===== src/rtl/arp_pkg.sv =====
`timescale 1ns / 1ps
// ----------------------------------------------------------------------------
// ARP responder package
// Shared constants, the reply descriptor type and byte helpers.
// ----------------------------------------------------------------------------
package arp_pkg;

  // Byte positions inside an ARP-over-Ethernet frame.
  localparam int unsigned REPLY_LEN = 42;
  localparam logic [5:0]  LAST_POS  = 6'(REPLY_LEN - 1);
  localparam logic [5:0]  ETYPE_HI_POS = 6'd12;
  localparam logic [5:0]  ETYPE_LO_POS = 6'd13;
  localparam logic [5:0]  HTYPE_HI_POS = 6'd14;
  localparam logic [5:0]  HTYPE_LO_POS = 6'd15;
  localparam logic [5:0]  PTYPE_HI_POS = 6'd16;
  localparam logic [5:0]  PTYPE_LO_POS = 6'd17;
  localparam logic [5:0]  OPER_HI_POS  = 6'd20;
  localparam logic [5:0]  OPER_LO_POS  = 6'd21;
  localparam logic [5:0]  SHA_POS      = 6'd22;
  localparam logic [5:0]  SPA_POS      = 6'd28;
  localparam logic [5:0]  THA_POS      = 6'd32;
  localparam logic [5:0]  TPA_POS      = 6'd38;
  localparam logic [5:0]  SRC_MAC_POS  = 6'd6;
  localparam logic [5:0]  FIXED_POS    = 6'd12;

  // Header constants.
  localparam logic [7:0] ETYPE_ARP_HI = 8'h08;
  localparam logic [7:0] ETYPE_ARP_LO = 8'h06;
  localparam logic [7:0] HTYPE_ETH_HI = 8'h00;
  localparam logic [7:0] HTYPE_ETH_LO = 8'h01;
  localparam logic [7:0] PTYPE_IP_HI  = 8'h08;
  localparam logic [7:0] PTYPE_IP_LO  = 8'h00;
  localparam logic [7:0] OPER_REQ_HI  = 8'h00;
  localparam logic [7:0] OPER_REQ_LO  = 8'h01;

  // Configuration register indexes.
  localparam logic [1:0] CFG_OWN_MAC = 2'd0;
  localparam logic [1:0] CFG_OWN_IP  = 2'd1;

  // Fixed middle part of the reply: EtherType through opcode.
  localparam logic [7:0] REPLY_FIXED [10] = '{
    8'h08, 8'h06, 8'h00, 8'h01, 8'h08, 8'h00, 8'h06, 8'h04, 8'h00, 8'h02
  };

  // What the parser hands to the reply generator.
  typedef struct packed {
    logic [47:0] mac;
    logic [31:0] ip;
  } arp_reply_t;

  // Byte k of a MAC address, first transmitted byte at k = 0.
  function automatic logic [7:0] mac_byte(logic [47:0] v, logic [2:0] k);
    logic [47:0] s;
    s = v >> {3'd5 - k, 3'b000};
    return s[7:0];
  endfunction

  // Byte k of an IPv4 address, first transmitted byte at k = 0.
  function automatic logic [7:0] ip_byte(logic [31:0] v, logic [1:0] k);
    logic [31:0] s;
    s = v >> {2'd3 - k, 3'b000};
    return s[7:0];
  endfunction

endpackage


===== src/rtl/arp_fifo.sv =====
`timescale 1ns / 1ps
// ----------------------------------------------------------------------------
// ARP reply queue
// Small register FIFO of reply descriptors between parser and generator.
// ----------------------------------------------------------------------------
module arp_fifo import arp_pkg::*; #(
  parameter int unsigned DEPTH = 2  // at least 2
) (
  input  logic       clk_i,
  input  logic       rst_ni,
  input  logic       push_i,
  input  arp_reply_t push_data_i,
  output logic       full_o,
  input  logic       pop_i,
  output logic       empty_o,
  output arp_reply_t head_o
);

  localparam int unsigned PW = $clog2(DEPTH);
  localparam int unsigned CW = $clog2(DEPTH + 1);
  localparam logic [PW-1:0] LAST_SLOT = PW'(DEPTH - 1);

  arp_reply_t         slot_q [DEPTH];
  logic [PW-1:0]      wr_ptr_q, wr_ptr_d;
  logic [PW-1:0]      rd_ptr_q, rd_ptr_d;
  logic [CW-1:0]      count_q, count_d;
  logic               do_push, do_pop;

  assign full_o  = (count_q == CW'(DEPTH));
  assign empty_o = (count_q == '0);
  assign head_o  = slot_q[rd_ptr_q];
  assign do_push = push_i && !full_o;
  assign do_pop  = pop_i && !empty_o;

  // Pointer and fill count update.
  always_comb begin
    wr_ptr_d = wr_ptr_q;
    rd_ptr_d = rd_ptr_q;
    count_d  = count_q;
    if (do_push) begin
      wr_ptr_d = (wr_ptr_q == LAST_SLOT) ? '0 : wr_ptr_q + PW'(1);
    end
    if (do_pop) begin
      rd_ptr_d = (rd_ptr_q == LAST_SLOT) ? '0 : rd_ptr_q + PW'(1);
    end
    if (do_push && !do_pop) begin
      count_d = count_q + CW'(1);
    end else if (do_pop && !do_push) begin
      count_d = count_q - CW'(1);
    end
  end

  always_ff @(posedge clk_i or negedge rst_ni) begin
    if (!rst_ni) begin
      wr_ptr_q <= '0;
      rd_ptr_q <= '0;
      count_q  <= '0;
    end else begin
      wr_ptr_q <= wr_ptr_d;
      rd_ptr_q <= rd_ptr_d;
      count_q  <= count_d;
    end
  end

  // Descriptor storage carries no reset.
  always_ff @(posedge clk_i) begin
    if (do_push) begin
      slot_q[wr_ptr_q] <= push_data_i;
    end
  end

endmodule


===== src/rtl/arp_rx_parser.sv =====
`timescale 1ns / 1ps
// ----------------------------------------------------------------------------
// ARP request parser
// Walks the received frame, checks the request fields and captures the
// sender addresses; queues a reply descriptor on a matching request.
// ----------------------------------------------------------------------------
module arp_rx_parser import arp_pkg::*; (
  input  logic        clk_i,
  input  logic        rst_ni,
  input  logic        in_valid_i,
  output logic        in_ready_o,
  input  logic [7:0]  in_byte_i,
  input  logic        in_end_i,
  input  logic [31:0] own_ip_i,
  input  logic        queue_full_i,
  output logic        push_o,
  output arp_reply_t  push_data_o
);

  logic [5:0]  pos_q, pos_d;
  logic        chk_q, chk_d;
  logic [47:0] rmac_q, rmac_d;
  logic [31:0] rip_q, rip_d;
  logic        accept, in_arp, bad;

  // Only the byte that would queue a reply can wait on a full queue.
  assign in_ready_o = !((pos_q == LAST_POS) && queue_full_i);
  assign accept     = in_valid_i && in_ready_o;
  assign in_arp     = (pos_q <= LAST_POS);

  // Per-byte header and target address check.
  always_comb begin
    bad = 1'b0;
    unique case (pos_q)
      ETYPE_HI_POS: bad = (in_byte_i != ETYPE_ARP_HI);
      ETYPE_LO_POS: bad = (in_byte_i != ETYPE_ARP_LO);
      HTYPE_HI_POS: bad = (in_byte_i != HTYPE_ETH_HI);
      HTYPE_LO_POS: bad = (in_byte_i != HTYPE_ETH_LO);
      PTYPE_HI_POS: bad = (in_byte_i != PTYPE_IP_HI);
      PTYPE_LO_POS: bad = (in_byte_i != PTYPE_IP_LO);
      OPER_HI_POS:  bad = (in_byte_i != OPER_REQ_HI);
      OPER_LO_POS:  bad = (in_byte_i != OPER_REQ_LO);
      default:      bad = 1'b0;
    endcase
    if (in_arp && (pos_q >= TPA_POS)) begin
      bad = bad || (in_byte_i != ip_byte(own_ip_i, 2'(pos_q - TPA_POS)));
    end
  end

  // A reply goes out when the last ARP byte completes a clean request.
  assign push_o           = accept && (pos_q == LAST_POS) && chk_q && !bad;
  assign push_data_o.mac  = rmac_q;
  assign push_data_o.ip   = rip_q;

  // Position, check flag and address capture.
  always_comb begin
    pos_d  = pos_q;
    chk_d  = chk_q;
    rmac_d = rmac_q;
    rip_d  = rip_q;
    if (accept) begin
      if (in_arp) begin
        chk_d = chk_q && !bad;
        if ((pos_q >= SHA_POS) && (pos_q < SPA_POS)) begin
          rmac_d = {rmac_q[39:0], in_byte_i};
        end
        if ((pos_q >= SPA_POS) && (pos_q < THA_POS)) begin
          rip_d = {rip_q[23:0], in_byte_i};
        end
        pos_d = pos_q + 6'd1;
      end
      if (in_end_i) begin
        pos_d = '0;
        chk_d = 1'b1;
      end
    end
  end

  always_ff @(posedge clk_i or negedge rst_ni) begin
    if (!rst_ni) begin
      pos_q  <= '0;
      chk_q  <= 1'b1;
      rmac_q <= '0;
      rip_q  <= '0;
    end else begin
      pos_q  <= pos_d;
      chk_q  <= chk_d;
      rmac_q <= rmac_d;
      rip_q  <= rip_d;
    end
  end

endmodule


===== src/rtl/arp_tx_gen.sv =====
`timescale 1ns / 1ps
// ----------------------------------------------------------------------------
// ARP reply generator
// Serializes the 42-byte reply for the descriptor at the queue head.
// ----------------------------------------------------------------------------
module arp_tx_gen import arp_pkg::*; (
  input  logic        clk_i,
  input  logic        rst_ni,
  input  logic        queue_empty_i,
  input  arp_reply_t  head_i,
  output logic        pop_o,
  input  logic [47:0] own_mac_i,
  input  logic [31:0] own_ip_i,
  output logic        out_valid_o,
  input  logic        out_ready_i,
  output logic [7:0]  out_byte_o,
  output logic        out_last_o
);

  logic [5:0] cnt_q, cnt_d;
  logic       take;

  assign out_valid_o = !queue_empty_i;
  assign take        = out_valid_o && out_ready_i;
  assign out_last_o  = (cnt_q == LAST_POS);
  assign pop_o       = take && out_last_o;

  // Reply byte at the current position.
  always_comb begin
    priority if (cnt_q < SRC_MAC_POS) begin
      out_byte_o = mac_byte(head_i.mac, 3'(cnt_q));
    end else if (cnt_q < FIXED_POS) begin
      out_byte_o = mac_byte(own_mac_i, 3'(cnt_q - SRC_MAC_POS));
    end else if (cnt_q < SHA_POS) begin
      out_byte_o = REPLY_FIXED[4'(cnt_q - FIXED_POS)];
    end else if (cnt_q < SPA_POS) begin
      out_byte_o = mac_byte(own_mac_i, 3'(cnt_q - SHA_POS));
    end else if (cnt_q < THA_POS) begin
      out_byte_o = ip_byte(own_ip_i, 2'(cnt_q - SPA_POS));
    end else if (cnt_q < TPA_POS) begin
      out_byte_o = mac_byte(head_i.mac, 3'(cnt_q - THA_POS));
    end else begin
      out_byte_o = ip_byte(head_i.ip, 2'(cnt_q - TPA_POS));
    end
  end

  // Byte counter wraps after the last reply byte.
  always_comb begin
    cnt_d = cnt_q;
    if (take) begin
      cnt_d = out_last_o ? '0 : cnt_q + 6'd1;
    end
  end

  always_ff @(posedge clk_i or negedge rst_ni) begin
    if (!rst_ni) begin
      cnt_q <= '0;
    end else begin
      cnt_q <= cnt_d;
    end
  end

endmodule


===== src/rtl/arp_request_responder_unit.sv =====
`timescale 1ns / 1ps
// ----------------------------------------------------------------------------
// ARP request responder
// Answers ARP requests for our IPv4 address with a 42-byte reply frame.
// ----------------------------------------------------------------------------
//  Channel   Dir  Payload                          Accepted when
//  s_axis    in   frame byte, tlast = frame end    s_axis_tvalid_i & s_axis_tready_o
//  m_axis    out  reply byte, tlast = reply last   m_axis_tvalid_o & m_axis_tready_i
//  cfg       in   index 0 own MAC, 1 own IPv4      cfg_valid_i & cfg_ready_o
//
//  Received bytes are taken one per cycle unless the receive side stalls.
//  A reply is 42 bytes on m_axis, one byte per cycle while m_axis_tready_i is high.
//  Replies wait in a QUEUE_DEPTH-entry queue; the receive side stalls only on
//  byte 41 of a frame while that queue is full. Output stalls hold the byte.
//  Reset is asynchronous; it clears positions, pointers and registers, but not the
//  queue's descriptor storage, and sets the check flag.
// ----------------------------------------------------------------------------
module arp_request_responder_unit import arp_pkg::*; #(
  parameter int unsigned QUEUE_DEPTH = 2  // at least 2
) (
  input  logic        clk_i,
  input  logic        rst_ni,
  input  logic        s_axis_tvalid_i,
  output logic        s_axis_tready_o,
  input  logic [7:0]  s_axis_tdata_i,   // [7:0] frame_byte
  input  logic        s_axis_tlast_i,   // frame_end
  output logic        m_axis_tvalid_o,
  input  logic        m_axis_tready_i,
  output logic [7:0]  m_axis_tdata_o,   // [7:0] reply_byte
  output logic        m_axis_tlast_o,   // reply_last
  input  logic        cfg_valid_i,
  output logic        cfg_ready_o,
  input  logic [1:0]  cfg_index_i,
  input  logic [47:0] cfg_data_i
);

  logic [47:0] own_mac_q;
  logic [31:0] own_ip_q;
  logic        push, pop, full, empty;
  arp_reply_t  push_data, head;

  // Configuration registers; writes to other indexes are dropped.
  assign cfg_ready_o = 1'b1;

  always_ff @(posedge clk_i or negedge rst_ni) begin
    if (!rst_ni) begin
      own_mac_q <= '0;
      own_ip_q  <= '0;
    end else if (cfg_valid_i) begin
      if (cfg_index_i == CFG_OWN_MAC) begin
        own_mac_q <= cfg_data_i;
      end else if (cfg_index_i == CFG_OWN_IP) begin
        own_ip_q <= cfg_data_i[31:0];
      end
    end
  end

  // Front: frame parser.
  arp_rx_parser u_parser (
    .clk_i        (clk_i),
    .rst_ni       (rst_ni),
    .in_valid_i   (s_axis_tvalid_i),
    .in_ready_o   (s_axis_tready_o),
    .in_byte_i    (s_axis_tdata_i),
    .in_end_i     (s_axis_tlast_i),
    .own_ip_i     (own_ip_q),
    .queue_full_i (full),
    .push_o       (push),
    .push_data_o  (push_data)
  );

  // Reply descriptor queue.
  arp_fifo #(
    .DEPTH (QUEUE_DEPTH)
  ) u_queue (
    .clk_i       (clk_i),
    .rst_ni      (rst_ni),
    .push_i      (push),
    .push_data_i (push_data),
    .full_o      (full),
    .pop_i       (pop),
    .empty_o     (empty),
    .head_o      (head)
  );

  // Back: reply serializer.
  arp_tx_gen u_gen (
    .clk_i         (clk_i),
    .rst_ni        (rst_ni),
    .queue_empty_i (empty),
    .head_i        (head),
    .pop_o         (pop),
    .own_mac_i     (own_mac_q),
    .own_ip_i      (own_ip_q),
    .out_valid_o   (m_axis_tvalid_o),
    .out_ready_i   (m_axis_tready_i),
    .out_byte_o    (m_axis_tdata_o),
    .out_last_o    (m_axis_tlast_o)
  );

endmodule

===== config.mk =====
export PLATFORM = sky130hd
export DESIGN_NAME = arp_request_responder_unit
export DESIGN_NICKNAME = d
export VERILOG_FILES = /design/src/rtl/arp_pkg.sv /design/src/rtl/arp_fifo.sv /design/src/rtl/arp_rx_parser.sv /design/src/rtl/arp_tx_gen.sv /design/src/rtl/arp_request_responder_unit.sv
export SDC_FILE = /design/constraint.sdc
export NUM_CORES = 1
export LEC_CHECK = 0
export BUFFER_PORTS_ARGS = -buffer_cell sky130_fd_sc_hd__buf_2
export CORE_UTILIZATION = 25
export CTS_BUF_LIST = sky130_fd_sc_hd__clkbuf_8
export DETAILED_ROUTE_END_ITERATION = 16
export HOLD_SLACK_MARGIN = 0.05
export PLACE_DENSITY = 0.5
export SKIP_LAST_GASP = 1
export SLEW_MARGIN = 20
export SYNTH_ARGS = -nofsm -noshare
export SYNTH_HDL_FRONTEND = slang
export SYNTH_SLANG_ARGS = --single-unit

===== constraint.sdc =====
create_clock -name clk_i -period 12.25 [get_ports clk_i]
set_clock_uncertainty 0.2 [all_clocks]
set_input_delay 2.45 -clock clk_i [delete_from_list [all_inputs] [get_ports clk_i]]
set_output_delay 2.45 -clock clk_i [all_outputs]
set_load 0.05 [all_outputs]

[Word level (Yosys, flattened, before mapping)]
Memories as Yosys holds them, arrays and structs flattened.
Index checks and enable logic that the tools add are counted.
Operators by class
  shift-type cells: 7
  bitwise logic cells: 2
  eq/ne operators: 16
  muxes and demuxes: 21
  order comparisons: 13
  reductions and logical operators: 35
  $add $sub $neg: 20
Operators by type and width (number)
  48-bit by 6-bit right shift with 8-bit output: 4
  32-bit by 5-bit right shift with 8-bit output: 3
  8-bit two-way mux: 8
  6-bit by 4-bit == test with 1-bit output, second input constant: 4
  6-bit by 5-bit == test with 1-bit output, second input constant: 4
  6-bit by 5-bit < comparator with 1-bit output, second input constant: 3
  6-bit < comparator, second input constant: 3
  6-bit two-way mux: 3
  1-bit logical AND: 15
  6-bit by 1-bit adder with 6-bit output, second input constant: 2
  6-bit == test, second input constant: 2
  6-bit by 5-bit greater-or-equal comparator with 1-bit output, second input constant: 2
  3-bit subtractor, first input constant: 4
  3-bit AND reduction: 3
  8-bit by 1-bit != test with 1-bit output, second input constant: 1
  8-bit by 3-bit != test with 1-bit output, second input constant: 1
  8-bit by 4-bit != test with 1-bit output, second input constant: 1
  8-bit != test: 1
  8-bit nonzero test: 1
  1-bit two-way mux: 7
  6-bit greater-or-equal comparator, second input constant: 1
  6-bit less-or-equal comparator, second input constant: 1
  1-bit zero test: 6
  6-bit by 3-bit < comparator with 1-bit output, second input constant: 1
  other kinds (22): 33
Word-level totals
  output and inout port bits: 12
  memory bits (writable): 160
  word-level logic and storage cells: 126
  memory bits (read-only): 128
  bits in registers: 177
  memories kept: 2
Memories
  u_queue.slot_q: depth 2, width 80, rd ports 1, clocked after memory_dff 0, wr ports 1, line arp_fifo.sv:23  | arp_reply_t slot_q [DEPTH];
  (name not given): depth 16, width 8, rd ports 1, clocked after memory_dff 0, wr ports 0, line arp_tx_gen.sv:35  | out_byte_o = REPLY_FIXED[4'(cnt_q - FIXED_POS)];

[Depth between registers and ports, before layout]
Gate-level depths: netlist of the first run.
  depth after elaboration: 13
  depth in mapped cells: 12
  depth with buffers taken out: 11

[Modules after synthesis]
Synthesis of the first run repeated with hierarchy kept, for this count alone.
Second synthesis, totals
  cell total of the unflattened synthesis: 951
  area, all modules: 15544.9 um^2
By module, submodules not included
  arp_fifo: seq. area each 4904.7 um^2, instances 1, cells an instance 268, area each 6369.9 um^2
  arp_rx_parser: seq. area each 2178.3 um^2, instances 1, cells an instance 276, area each 4021.4 um^2
  arp_request_responder_unit: seq. area each 2001.9 um^2, instances 1, cells an instance 172, area each 2994.1 um^2
  arp_tx_gen: seq. area each 150.1 um^2, instances 1, cells an instance 235, area each 2159.6 um^2

[Least setup slack after synthesis of the first run]
Ideal clock, no wire load.
  path kind: input -> register
  start: input s_axis_tdata_i[5]
  end: memory u_queue.slot_q[0][0] in the netlist's numbering (enable)
  data required time: 11334 ps
  library setup time: 716 ps
  setup slack: 272 ps
  buffers on the path: 0
  stages on the path: 4
  arrival time: 11062 ps
  cells stage by stage: or4_4 -> o31ai_1 -> o21ai_1 -> nor4_1
Between the ends
  cells in the longest elaborated chain, start to end: 9
  elaborated cells between the ends (all ways): 13
  those cells by class: eq/ne (4); mux (4); reduce/logical (5)
RTL lines
  start: declaration: line arp_request_responder_unit.sv:25  | input logic [7:0] s_axis_tdata_i,
  8-bit by 1-bit != test with 1-bit output (tied with other cells): line arp_rx_parser.sv:38, arp_rx_parser.sv:42
  1-bit one-hot mux with 4 select lines: line arp_rx_parser.sv:34  | unique case (pos_q)
  1-bit logical OR: line arp_rx_parser.sv:46  | bad = bad || (in_byte_i != ip_byte(own_ip_i, 2'(pos_q - TPA_POS)));
  1-bit two-way mux *: line arp_rx_parser.sv:45  | if (in_arp && (pos_q >= TPA_POS)) begin
  1-bit zero test *: line arp_rx_parser.sv:51  | assign push_o = accept && (pos_q == LAST_POS) && chk_q && !bad;
  1-bit logical AND *: line arp_rx_parser.sv:51
  1-bit logical AND *: line arp_fifo.sv:32  | assign do_push = push_i && !full_o;
  1-bit two-way mux *: line arp_fifo.sv:67  | if (do_push) begin
  1-bit two-way mux (implied by the code) *: line arp_fifo.sv:68  | slot_q[wr_ptr_q] <= push_data_i;
  end: declaration: line arp_fifo.sv:23
Mark *: on every way between the ends. The rest lies on a longest branch, timed or not.

[Worst setup path after layout of the first run]
  start: register u_gen.cnt_q[0]
  end: output m_axis_tdata_o[6]
Between the ends
  cells in the longest elaborated chain, start to end: 9
  elaborated cells between the ends (all ways): 34
  those cells by class: add/sub (12); order compare (6); shift (6); mux (8); bitwise (1); memory (1)
RTL lines
  start: declaration: line arp_tx_gen.sv:20  | logic [5:0] cnt_q, cnt_d;
  start signal: assignment: line arp_tx_gen.sv:59  | cnt_q <= cnt_d;
  3-bit by 1-bit subtractor with 3-bit output / 2-bit subtractor (equally long branches): line arp_tx_gen.sv:41, arp_tx_gen.sv:43
  3-bit subtractor / 2-bit subtractor (equally long branches): line arp_pkg.sv:54, arp_pkg.sv:61
  48-bit by 6-bit right shift with 8-bit output / 32-bit by 5-bit right shift with 8-bit output (equally long branches): line arp_pkg.sv:54, arp_pkg.sv:61
  8-bit two-way mux: line arp_tx_gen.sv:40  | end else if (cnt_q < TPA_POS) begin
  8-bit two-way mux: line arp_tx_gen.sv:38  | end else if (cnt_q < THA_POS) begin
  8-bit two-way mux: line arp_tx_gen.sv:36  | end else if (cnt_q < SPA_POS) begin
  8-bit two-way mux: line arp_tx_gen.sv:34  | end else if (cnt_q < SHA_POS) begin
  8-bit two-way mux: line arp_tx_gen.sv:32  | end else if (cnt_q < FIXED_POS) begin
  8-bit two-way mux *: line arp_tx_gen.sv:30  | priority if (cnt_q < SRC_MAC_POS) begin
  end: declaration: line arp_request_responder_unit.sv:29  | output logic [7:0] m_axis_tdata_o,
Mark *: on every way between the ends. The rest lies on a longest branch, timed or not. The select of a mux whose other input is x is not followed.

==> impl_results.md, run 1 <==
* CP max-delay cell: dfrtp_4
* Global-route track usage on met3 at 2.720%
* Met1 layer usage reported by global route at 15.67%
* Worst path arrival time at 3.98 ns
* Syn avg cell area at 16.57 sq um
* Share of the synthesized area in the top cell type at 33.03%
* CP Max Fanout at 36
* CTS Buf Count at 58
* Root Driver: clkbuf_8
* Initial Util at 25.26%
* Vias in the first global route at approximately 8,500
* Status: finished, final reports clean
* Busiest grt layer: met2
* DR vias at 8,132
* Clock Pin Slew Worst Setup and Hold Paths at 0.07 ns
* Asr flop ratio synth at 52.52%
* Crit-path cells: buf_4 -> mux4_2 -> a2bb2oi_1 -> o21ai_0 -> a32oi_1 -> o21ai_1 -> buf_2
* Top Ports at 76
* Top cells by count, synth: dfrtp_1, edfxtp_1, mux2_1, mux2_2, mux4_2
* Synth warn at 0
* Most common cell in the netlist: dfrtp_1
* Met2 Resource Use GR at approximately a fifth
* Final number of max-transition violations at 0
* Initial antenna violation count at 3
* Tightest Pin Transition at 0.9389 ns
* Buf+Inv Stages, Crit Path at 2
* Clock Path Buffers at 3
* Hold Path Class: register to register
* TritonRoute pass-1 iters at 5
* Reg-to-reg startpoint: u_parser.pos_q[0]
* Final total power at 2.565 mW
* Placed Instances at 1,678
* Post-DRT Antenna Nets at 0
* Hpwl dp at 21,830 um
* Data required, critical path at 9.60 ns
* N_diodes at 0
* Final setup TNS at 0 ns
* Max Freq at 150.9 MHz
* Crit end category: output port
* Routed wire length at around 35,000 um
* Pin count of the biggest net entering global routing at slightly below 100
* Wire per inst at about 19 um
* Cells after Synth at about 900
* Final Hold Fails at 0
* Area grow syn2layout at 17.13%
* Hold Buf Count CTS at 0
* Crit share post-route at 54.09%
* DIE AREA at 0.05916 sq mm
* Mapped cell area at 0.01455 sq mm
* Startpoint types: register
* Max-slew headroom at 37.41%
* Power Density at 150.5 mW/mm^2
* Share of layout cells above drive strength 1 at 32.88%
* Place WS at approximately 6.2 ns
* Maximum VDD drop at 0.07296 mV
* Detailed Route Iter0 Violations at 553
* Die Y-Extent at 243.2 um
* #FFs+latches synth at 337
* Overflow after GRT at 0
* Port bufs at between 70 and 80
* Post-synth EDFFs at 160
* Area leader, netlist: edfxtp_1
* Setup Viol. Count Final at 0
* Die Wd at 243.2 um
* Largest stage delay, worst path at 0.77 ns
* Setup crit start: u_gen.cnt_q[0]
* Placeable Area at around 0.058 sq mm
* Hold_sp: u_parser.rmac_q[45]
* Synth top area cells: edfxtp_1, dfrtp_1, mux4_2
* GRT Overall Usage at about an eighth
* CTS tree: built
* Crit path max-delay family: compound AO/OA/AOI/OAI gates
* Sink Count at 337
* Placed cell area at 0.01577 sq mm
* Final instance area at 0.01704 sq mm
* Final net count at between 1,000 and 1,500
* Worst-Skew Late Latency at approximately 0.64 ns
* Leakage at 7.223 nW
* Final setup margin at approximately 5.6 ns
* CP Class: register to output port
* Unrepaired setup endpoints after global routing: no
* Seq/Total Area, Yosys at 63.48%
* Max Cap Violations at 0
* Via-to-Cell Ratio at 4.551
* Main synth FF type: dfrtp_1
* # rows at 88
* Placer congestion estimate at 0.7729
* Max H-tree Level at 2
* Post_cts resized at 0
* Library cells used by synthesis at 70
* Fin cells at 1,787
* First-pass GRT wire length at 53,270 um
* Drc violations at 0
* Setup bufs post-CTS at 0
* Synthesized Nets at between 900 and 1,000
* Final min period at 6.626 ns
placed cells by master (no fill, tap or decap), types with 8 or more instances in the layout:
cell      netlist  routed
buf_4           6       9
mux2i_1        17      17
o21ai_1         8       8
inv_1           9      34
clkbuf_8        0      74
buf_2          15      73
nand2_1        35      35
ha_1           15      15
a21oi_1        21      21
edfxtp_1      160     160
nor2_1         19      19
dfrtp_1       176     173
mux2_1         83      83
xor2_1         10      10
o21ai_0        12      12
mux2_2         83      83
mux4_2         62      62
layer usage:
| layer | vias to the layer above | routed length, um |
|---|---|---|
| met2 | 193 | 16660 |
| met1 | 4257 | 15360 |
| met5 | - | 0 |
| li1 | 3615 | - |
| met4 | 0 | 817 |
| met3 | 67 | 1681 |
metrics by stage:
stage / hold slack (ns) / util (%)
after global routing: 0.2814 / 29.59
after floorplan: 0.2382 / -
after detailed placement: 0.2561 / 27.39
after CTS: 0.2677 / 29.53
final: 0.2652 / 29.59
after global placement: 0.2511 / 27.39
power by group:
group          internal (mW)  switching [mW]  total, mW
clock                  0.598           0.459       1.06
combinational          0.109           0.117      0.226
sequential              1.23          0.0503       1.28
path summary, 6_finish.rpt:
path / endpoint / slack (ns) / cells after the start
worst max-delay path: m_axis_tdata_o[6] / 5.62 / 7
worst min-delay path: u_queue.slot_q[1][77] / 0.27 / 0
worst max register to register: u_queue.slot_q[1][77] / 8.14 / 7
worst min register to register: u_queue.slot_q[1][77] / 0.27 / 0
max in group asynchronous: own_ip_q[0] / 8.91 / 2
min in group asynchronous: own_ip_q[30] / 1.69 / 1
cell type report:
type | count | area [sq um]
clock buffer | 73 | 1005
clock inverter | 35 | 230.2
fill | 5747 | 40550
inverter | 13 | 48.80
multi-input combinational | 478 | 5061
sequential | 337 | 9241
tap | 765 | 957.2
timing repair buffer | 86 | 496.7
flip-flops by register name, indices dropped and copies added, names as in the netlist, 2 cells and up:
| signal | flops |
|---|---|
| u_queue.count_q | 2 |
| u_queue.slot_q | 160 |
| u_parser.pos_q | 6 |
| u_parser.rmac_q | 48 |
| own_ip_q | 32 |
| own_mac_q | 48 |
| u_gen.cnt_q | 6 |
| u_parser.rip_q | 32 |
logic make-up (layout without fill, tap and decap cells):
logic type | Yosys count | count (layout) | synth area share, %
XOR/XNOR | 16 | 16 | 1.015
flip-flops | 337 | 337 | 63.48
other | 1 | 1 | 0.02578
multiplexers | 247 | 247 | 23.98
AO/OA/AOI/OAI | 95 | 95 | 4.515
buffers and inverters | 63 | 207 | 1.969
adder cells (fa/ha/maj) | 15 | 15 | 1.290
AND/OR/NAND/NOR | 104 | 104 | 3.724
Note: power is estimated with default switching activity, not from simulation.
==> inputs of run 2 (changes only) <==
--- a/config.mk
+++ b/config.mk
@@ -10,7 +10,7 @@
 export CTS_BUF_LIST = sky130_fd_sc_hd__clkbuf_8
 export DETAILED_ROUTE_END_ITERATION = 16
 export HOLD_SLACK_MARGIN = 0.05
-export PLACE_DENSITY = 0.5
+export PLACE_DENSITY = 0.52
 export SKIP_LAST_GASP = 1
 export SLEW_MARGIN = 20
 export SYNTH_ARGS = -nofsm -noshare
==> constraint.sdc (replaced) <==
create_clock -name clk_i -period 5.6 [get_ports clk_i]
set_clock_uncertainty 0.2 [all_clocks]
set_input_delay 1.12 -clock clk_i [delete_from_list [all_inputs] [get_ports clk_i]]
set_output_delay 1.12 -clock clk_i [all_outputs]
set_load 0.05 [all_outputs]
==> run 2 against run 1 <==
  * Final cell count fell by 0.17%
  * Clock power rose by 110%
  * Non-clock buffer count did not move
  * Sequential share of layout area rose by 0.064 points
  * Power rose by 120%
  * Register-to-register slack got worse by 6.2 ns
  * Via count fell by 1.8%
  * Utilization barely moved
  * Largest power group unchanged
==> impl_results.md, run 2 (synthesis gave the netlist of run 1 again) <==
* Initial antenna violation count at 0 (was 3)
* R2R Setup Slk at 1.97 ns (was 8.14 ns)
* Placeable Area at 0.05759 sq mm (unchanged)
* First-pass GRT wire length at 52,230 um (was 53,270 um)
* Final total power at 5.532 mW (was 2.565 mW)
* Fin Hold WS at 0.2437 ns (was 0.2652 ns)
* TritonRoute pass-1 iters at 5 (unchanged)
* Final net count at 1,051 (was 1,053)
* Crit path max-delay family: flip-flops (was compound AO/OA/AOI/OAI gates)
* Crit share post-route at 88.32%
* Fill cell count at 5,734 (was 5,747)
* Setup Viol. Count Final at 0 (unchanged)
* Fin cells at 1,784 (was 1,787)
* Setup bufs post-CTS at 0 (unchanged)
* GRT Overall Usage at 11.64% (was 11.87%)
* Hpwl dp at 21,890 um (was 21,830 um)
* Leakage at 7.206 nW (was 7.223 nW)
* CTS tree: built (unchanged)
* Power Density at 325.0 mW/mm^2 (was 150.5 mW/mm^2)
* Data required, critical path at 4.28 ns (was 9.60 ns)
* Die Y-Extent at 243.2 um (unchanged)
* Status: finished, final reports clean (unchanged)
* Detailed Route Iter0 Violations at 448 (was 553)
* Worst hold stages at 0 (unchanged)
* # rows at 88 (unchanged)
* DR vias at 7,985 (was 8,132)
* Worst flop-to-flop path endpoint: u_queue.slot_q[0][72] (was u_queue.slot_q[1][77])
* Unrepaired setup endpoints after global routing: no (unchanged)
* Placer congestion estimate at 0.8059 (was 0.7729)
* Clock Path Buffers at 3 (unchanged)
* CTS Buf Count at 56 (was 58)
* DIE AREA at 0.05916 sq mm (unchanged)
* Buf+Inv Stages, Crit Path at 2 (unchanged)
* Max reg flops at 160 (unchanged)
* Max Cap Violations at 0 (unchanged)
* Clock Pin Slew Worst Setup and Hold Paths at 0.06 ns (was 0.07 ns)
* Top flop regs: u_queue.slot_q x160, own_mac_q x48, u_parser.rmac_q x48 (unchanged)
* Pin count of the biggest net entering global routing at 113 (was 99)
* Worst-Skew Late Latency at 0.65 ns (was 0.64 ns)
* Maximum VDD drop at 0.1866 mV (was 0.07296 mV)
* Most flop-heavy register: u_queue.slot_q (unchanged)
* Post-DRT Antenna Nets at 0 (unchanged)
* Wire per inst at 19.06 um (was 19.31 um)
* Crit end category: output port (unchanged)
* Tightest Pin Transition at 0.9986 ns (was 0.9389 ns)
* Drc violations at 0 (unchanged)
* Placed Instances at 1,679 (was 1,678)
* Die Wd at 243.2 um (unchanged)
* Final number of max-transition violations at 0 (unchanged)
* Max-slew headroom at 33.43% (was 37.41%)
* Hold_sp: u_parser.rip_q[31] (was u_parser.rmac_q[45])
* Startpoint types: register (unchanged)
* Overflow after GRT at 0 (unchanged)
* Hold Path Class: register to register (unchanged)
* Via-to-Cell Ratio at 4.476 (was 4.551)
* Share of layout cells above drive strength 1 at 32.29% (was 32.88%)
* Crit-path cells: buf_4 -> mux4_2 -> mux2i_1 -> o2bb2ai_1 -> a21oi_1 -> a21oi_1 -> buf_2 (was buf_4 -> mux4_2 -> a2bb2oi_1 -> o21ai_0 -> a32oi_1 -> o21ai_1 -> buf_2)
* Port bufs at 74 (unchanged)
* Max Freq at ~200 MHz
* CP Class: register to output port (unchanged)
* Most frequent cells in the layout: dfrtp_1, edfxtp_1, mux2_2, mux2_1, buf_2 (was dfrtp_1, edfxtp_1, mux2_2, mux2_1, clkbuf_8)
* CP Max Fanout at 46 (was 36)
* Final Hold Fails at 0 (unchanged)
* Worst Reg2Reg Path Length in Cells at 7 (unchanged)
* Hold Buf Count CTS at 0 (unchanged)
* Commonest non-fill, non-tap cell in the layout: dfrtp_1 (unchanged)
* Vias in the first global route at 8,391 (was 8,507)
* Post_cts resized at 0 (unchanged)
* Most used cell, CP: a21oi_1
* Initial Util at 25.26% (unchanged)
* Sink Count at 337 (unchanged)
* WHS Endpoint: u_queue.slot_q[0][31] (was u_queue.slot_q[1][77])
* Largest stage delay, worst path at 0.94 ns (was 0.77 ns)
* Area grow syn2layout at 17.00% (was 17.13%)
* Worst path arrival time at 3.63 ns (was 3.98 ns)
* CP max-delay cell: dfrtp_4 (unchanged)
* Final min period at around 4.9 ns
* Reg-to-reg startpoint: u_parser.pos_q[0] (unchanged)
* Root Driver: clkbuf_8 (unchanged)
* N_diodes at 0 (unchanged)
* Top Ports at 76 (unchanged)
* Routed wire length at 34,010 um (was 34,520 um)
* Max H-tree Level at 2 (unchanged)
-- run 2: worst max-delay path by stage --
| stage | start | endpoint | slack, ns | cells after the start |
|---|---|---|---|---|
| after floorplan | s_axis_tdata_i[5] | u_queue.slot_q[0][0] | -1.66 | 4 |
| after global placement | u_gen.cnt_q[0] | m_axis_tdata_o[5] | 1.30 | 7 |
| after detailed placement | u_gen.cnt_q[0] | m_axis_tdata_o[4] | 1.32 | 7 |
| after CTS | u_gen.cnt_q[0] | m_axis_tdata_o[5] | 0.57 | 7 |
| after global routing | u_gen.cnt_q[0] | m_axis_tdata_o[5] | 0.39 | 7 |
| final | u_gen.cnt_q[0] | m_axis_tdata_o[4] | 0.65 | 7 |
-- run 2: layer usage --
metal	wire, um	GRT usage (%)	share of wire, %
met1	15490	15.48	46
met5	0	0	0
met4	705	3.885	2.1
met3	1786	2.985	5.3
met2	16020	18.38	47
-- run 2: power by group --
group | switching [mW] | internal, mW | leakage (nW)
sequential | 0.0979 | 2.69 | 4.13
combinational | 0.267 | 0.240 | 2.37
clock | 1.01 | 1.23 | 0.709
total | 1.37 | 4.16 | 7.21
-- run 2: layout make-up --
cell class / count / area [sq um] / area share (%)
Multi-Input combinational cell: 478 / 5079 / 29.84
Clock buffer: 67 / 922.1 / 5.418
Clock inverter: 38 / 252.7 / 1.485
Tap cell: 765 / 957.2 / 5.624
Inverter: 13 / 48.80 / 0.2867
Sequential cell: 337 / 9241 / 54.30
Timing Repair Buffer: 86 / 519.2 / 3.051
-- run 2: through the flow --
step / utilization, % / cell area (sq um) / worst slack, ns / TNS [ns]
2_1_floorplan: - / 14560 / -1.664 / -266.16
3_3_place_gp: 27.52 / 15850 / 1.296 / 0
3_5_place_dp: 27.52 / 15850 / 1.323 / 0
4_1_cts: 29.56 / 17020 / 0.5679 / 0
5_1_grt: 29.56 / 17020 / 0.3941 / 0
6_report: 29.56 / 17020 / 0.6541 / 0
==> inputs of run 3 (changes only) <==
--- a/config.mk
+++ b/config.mk
@@ -5,12 +5,13 @@
 export SDC_FILE = /design/constraint.sdc
 export NUM_CORES = 1
 export LEC_CHECK = 0
-export BUFFER_PORTS_ARGS = -buffer_cell sky130_fd_sc_hd__buf_2
+export CAP_MARGIN = 15
 export CORE_UTILIZATION = 25
 export CTS_BUF_LIST = sky130_fd_sc_hd__clkbuf_8
 export DETAILED_ROUTE_END_ITERATION = 16
+export DONT_BUFFER_PORTS = 1
 export HOLD_SLACK_MARGIN = 0.05
-export PLACE_DENSITY = 0.52
+export PLACE_DENSITY = 0.49
 export SKIP_LAST_GASP = 1
 export SLEW_MARGIN = 20
 export SYNTH_ARGS = -nofsm -noshare
==> constraint.sdc (replaced) <==
create_clock -name clk_i -period 5.1 [get_ports clk_i]
set_clock_uncertainty 0.2 [all_clocks]
set_input_delay 1.02 -clock clk_i [delete_from_list [all_inputs] [get_ports clk_i]]
set_output_delay 1.02 -clock clk_i [all_outputs]
set_load 0.05 [all_outputs]
==> run 3 against run 2 <==
  * The run now ends with negative hold slack left
  * Final area decreased by 2.2%
  * Clock power decreased by 2%
  * Utilization decreased by 0.64 points
  * Combinational power decreased by 5.5%
  * Sequential power increased by 9.7%
  * Sequential share of layout area increased by 1.2 points
  * Final cell count decreased by 3.4%
  * Global-route usage increased by 0.22 points
  * Power increased by 3.7%
==> impl_results.md, run 3 (synthesis gave the netlist of run 1 again) <==
* Power Density at 344.6 mW/mm^2 (was 325.0 mW/mm^2)
* TritonRoute pass-1 iters at 4 (was 5)
* First-pass GRT wire length at 53,330 um (was 52,230 um)
* Unrepaired setup endpoints after global routing: no (unchanged)
* Sequential cell fraction of total power at 53.4% (was 50.4%)
* Post_cts resized at 0 (unchanged)
* Clock power share at 38.2% (was 40.4%)
* Port bufs at 0 (was 74)
* Placed Instances at 1,622 (was 1,679)
* Max Cap Violations at 0 (unchanged)
* CP Class: register to output port (unchanged)
* Status: finished with violations (was finished, final reports clean)
* Most flop-heavy register: u_queue.slot_q (unchanged)
* Initial Util at 25.26% (unchanged)
* Final number of max-transition violations at 0 (unchanged)
* Switching portion of total power at 24.38% (was 24.78%)
* Fin Hold WS at -0.06470 ns (was 0.2437 ns)
* Wire per inst at 19.98 um (was 19.06 um)
* Die Y-Extent at 243.2 um (unchanged)
* Clock Path Buffers at 3 (unchanged)
* Maximum VDD drop at 0.1580 mV (was 0.1866 mV)
* Setup crit start: u_gen.cnt_q[1] (was u_gen.cnt_q[0])
* Routed wire length at 34,440 um (was 34,010 um)
* DR vias at 7,742 (was 7,985)
* Sink Count at 337 (unchanged)
* Initial antenna violation count at 2 (was 0)
* # rows at 88 (unchanged)
* Hold Path Class: input pin to async pin (was register to register)
* Commonest non-fill, non-tap cell in the layout: dfrtp_1 (unchanged)
* Share of layout cells above drive strength 1 at 28.18% (was 32.29%)
* Final setup TNS at 0 ns (unchanged)
* DIE AREA at 0.05916 sq mm (unchanged)
* Max reg flops at 160 (unchanged)
* Fill cell count at 5,735 (was 5,734)
* Startpoint types: register (unchanged)
* Final Hold Fails at 176 (was 0)
* CP Max Fanout at 26 (was 46)
* CTS Buf Count at 54 (was 56)
* Logic pwr share at 8.4% (was 9.2%)
* Post-DRT Antenna Nets at 0 (unchanged)
* Crit share post-route at between 90% and 100%
* Via-to-Cell Ratio at 4.491 (was 4.476)
* Data required, critical path at 3.88 ns (was 4.28 ns)
* Final total power at 5.738 mW (was 5.532 mW)
* Drc violations at 0 (unchanged)
* Hpwl dp at 23,030 um (was 21,890 um)
* Max Freq at 217.2 MHz
* Leakage at 6.910 nW (was 7.206 nW)
* Placer congestion estimate at 0.7682 (was 0.8059)
* Detailed Route Iter0 Violations at 609 (was 448)
* Final min period at ~4.6 ns
* Max H-tree Level at 2 (unchanged)
* Net switching power at 1.399 mW (was 1.371 mW)
* Overflow after GRT at 0 (unchanged)
* Final setup margin at 0.4960 ns (was 0.6541 ns)
* Crit end category: output port (unchanged)
* Die Wd at 243.2 um (unchanged)
* Placeable Area at 0.05759 sq mm (unchanged)
* Internal power at 4.339 mW (was 4.161 mW)
* Place WS at 1.143 ns (was 1.323 ns)
* Worst-Skew Late Latency at 0.62 ns (was 0.65 ns)
* Top Ports at 76 (unchanged)
* Final net count at 992 (was 1,051)
* Setup Viol. Count Final at 0 (unchanged)
* Most frequent cells in the layout: dfrtp_1, edfxtp_1, mux2_2, mux2_1, clkbuf_8 (was dfrtp_1, edfxtp_1, mux2_2, mux2_1, buf_2)
* Worst path arrival time at 3.38 ns (was 3.63 ns)
* CTS tree: built (unchanged)
* Setup bufs post-CTS at 0 (unchanged)
* Pin count of the biggest net entering global routing at 178 (was 113)
* Violated checks: negative hold slack
* Clock Pin Slew Worst Setup and Hold Paths at 0.06 ns (about the same)
* Reg-to-reg startpoint: u_parser.pos_q[0] (unchanged)
* Area grow syn2layout at 14.48% (was 17.00%)
* Root Driver: clkbuf_8 (unchanged)
* GRT Overall Usage at 11.87% (was 11.64%)
* Top flop regs: u_queue.slot_q x160, own_mac_q x48, u_parser.rmac_q x48 (unchanged)
* Max-slew headroom at 44.41% (was 33.43%)
* Vias in the first global route at 8,308 (was 8,391)
* Tightest Pin Transition at 0.8338 ns (was 0.9986 ns)
* Fin cells at 1,724 (was 1,784)
-- run 3: cell types whose count changed in the layout (fill, tap and decap cells not counted), sizes merged --
cell	delta
clkinvlp	+1
bufinv	-3
clkinv	+9
clkbuf	-5
diode	+1
buf	-56
inv	-7
-- run 3: per-stage QoR --
step           hold WS (ns)  cell area (sq um)  utilization (%)
6_report           -0.06470              16650            28.92
5_1_grt             -0.1176              16650            28.92
4_1_cts             -0.1295              16650            28.92
3_5_place_dp         0.2553              15610            27.11
3_3_place_gp         0.2490              15610            27.11
2_1_floorplan        0.2382              14600                -
-- run 3: power by group through the flow --
stage / registers (mW) / logic (mW) / clock network [mW]
after floorplan: 3.06 / 0.389 / 0
after global placement: 3.12 / 0.477 / 0
after detailed placement: 3.12 / 0.482 / 0
after CTS: 3.07 / 0.486 / 2.28
after global routing: 3.08 / 0.518 / 2.40
final: 3.06 / 0.479 / 2.19
-- run 3: path summary, 6_finish.rpt --
path	slack [ns]	end	cells after the start
setup / recovery	0.50	m_axis_tdata_o[6]	7
hold / removal	-0.06	own_mac_q[31]	0
setup reg to reg	1.48	u_queue.slot_q[1][16]	7
hold reg to reg	0.27	u_queue.slot_q[0][26]	0
max in group asynchronous	4.49	own_mac_q[40]	0
min in group clk_i	0.27	u_queue.slot_q[0][26]	0
-- run 3: routing by layer --
layer / global-route usage (%) / share of wire [%] / vias up
met1: 15.88 / 45 / 4020
met3: 3.383 / 6.3 / 56
li1: - / - / 3496
met4: 3.459 / 2.2 / 0
met5: 0 / 0 / -
met2: 18.58 / 47 / 170
-- run 3: cell type report --
| class | instances | area [sq um] | area share, % |
|---|---|---|---|
| Antenna cell | 1 | 2.502 | 0.01503 |
| Clock buffer | 63 | 867.1 | 5.207 |
| Clock inverter | 38 | 172.7 | 1.037 |
| Inverter | 13 | 48.80 | 0.2930 |
| Multi-Input combinational cell | 478 | 5109 | 30.68 |
| Sequential cell | 337 | 9241 | 55.49 |
| Tap cell | 765 | 957.2 | 5.748 |
| Timing Repair Buffer | 29 | 255.2 | 1.533 |
-- run 3: worst max-delay path, stage by stage, from the launching register on --
cell and delay, ns:
dfrtp_2 0.70, buf_4 0.44, mux4_2 0.43, a2bb2oi_1 0.18
o21ai_0 0.09, a32oi_1 0.39, o21ai_1 0.27, buf_4 0.27
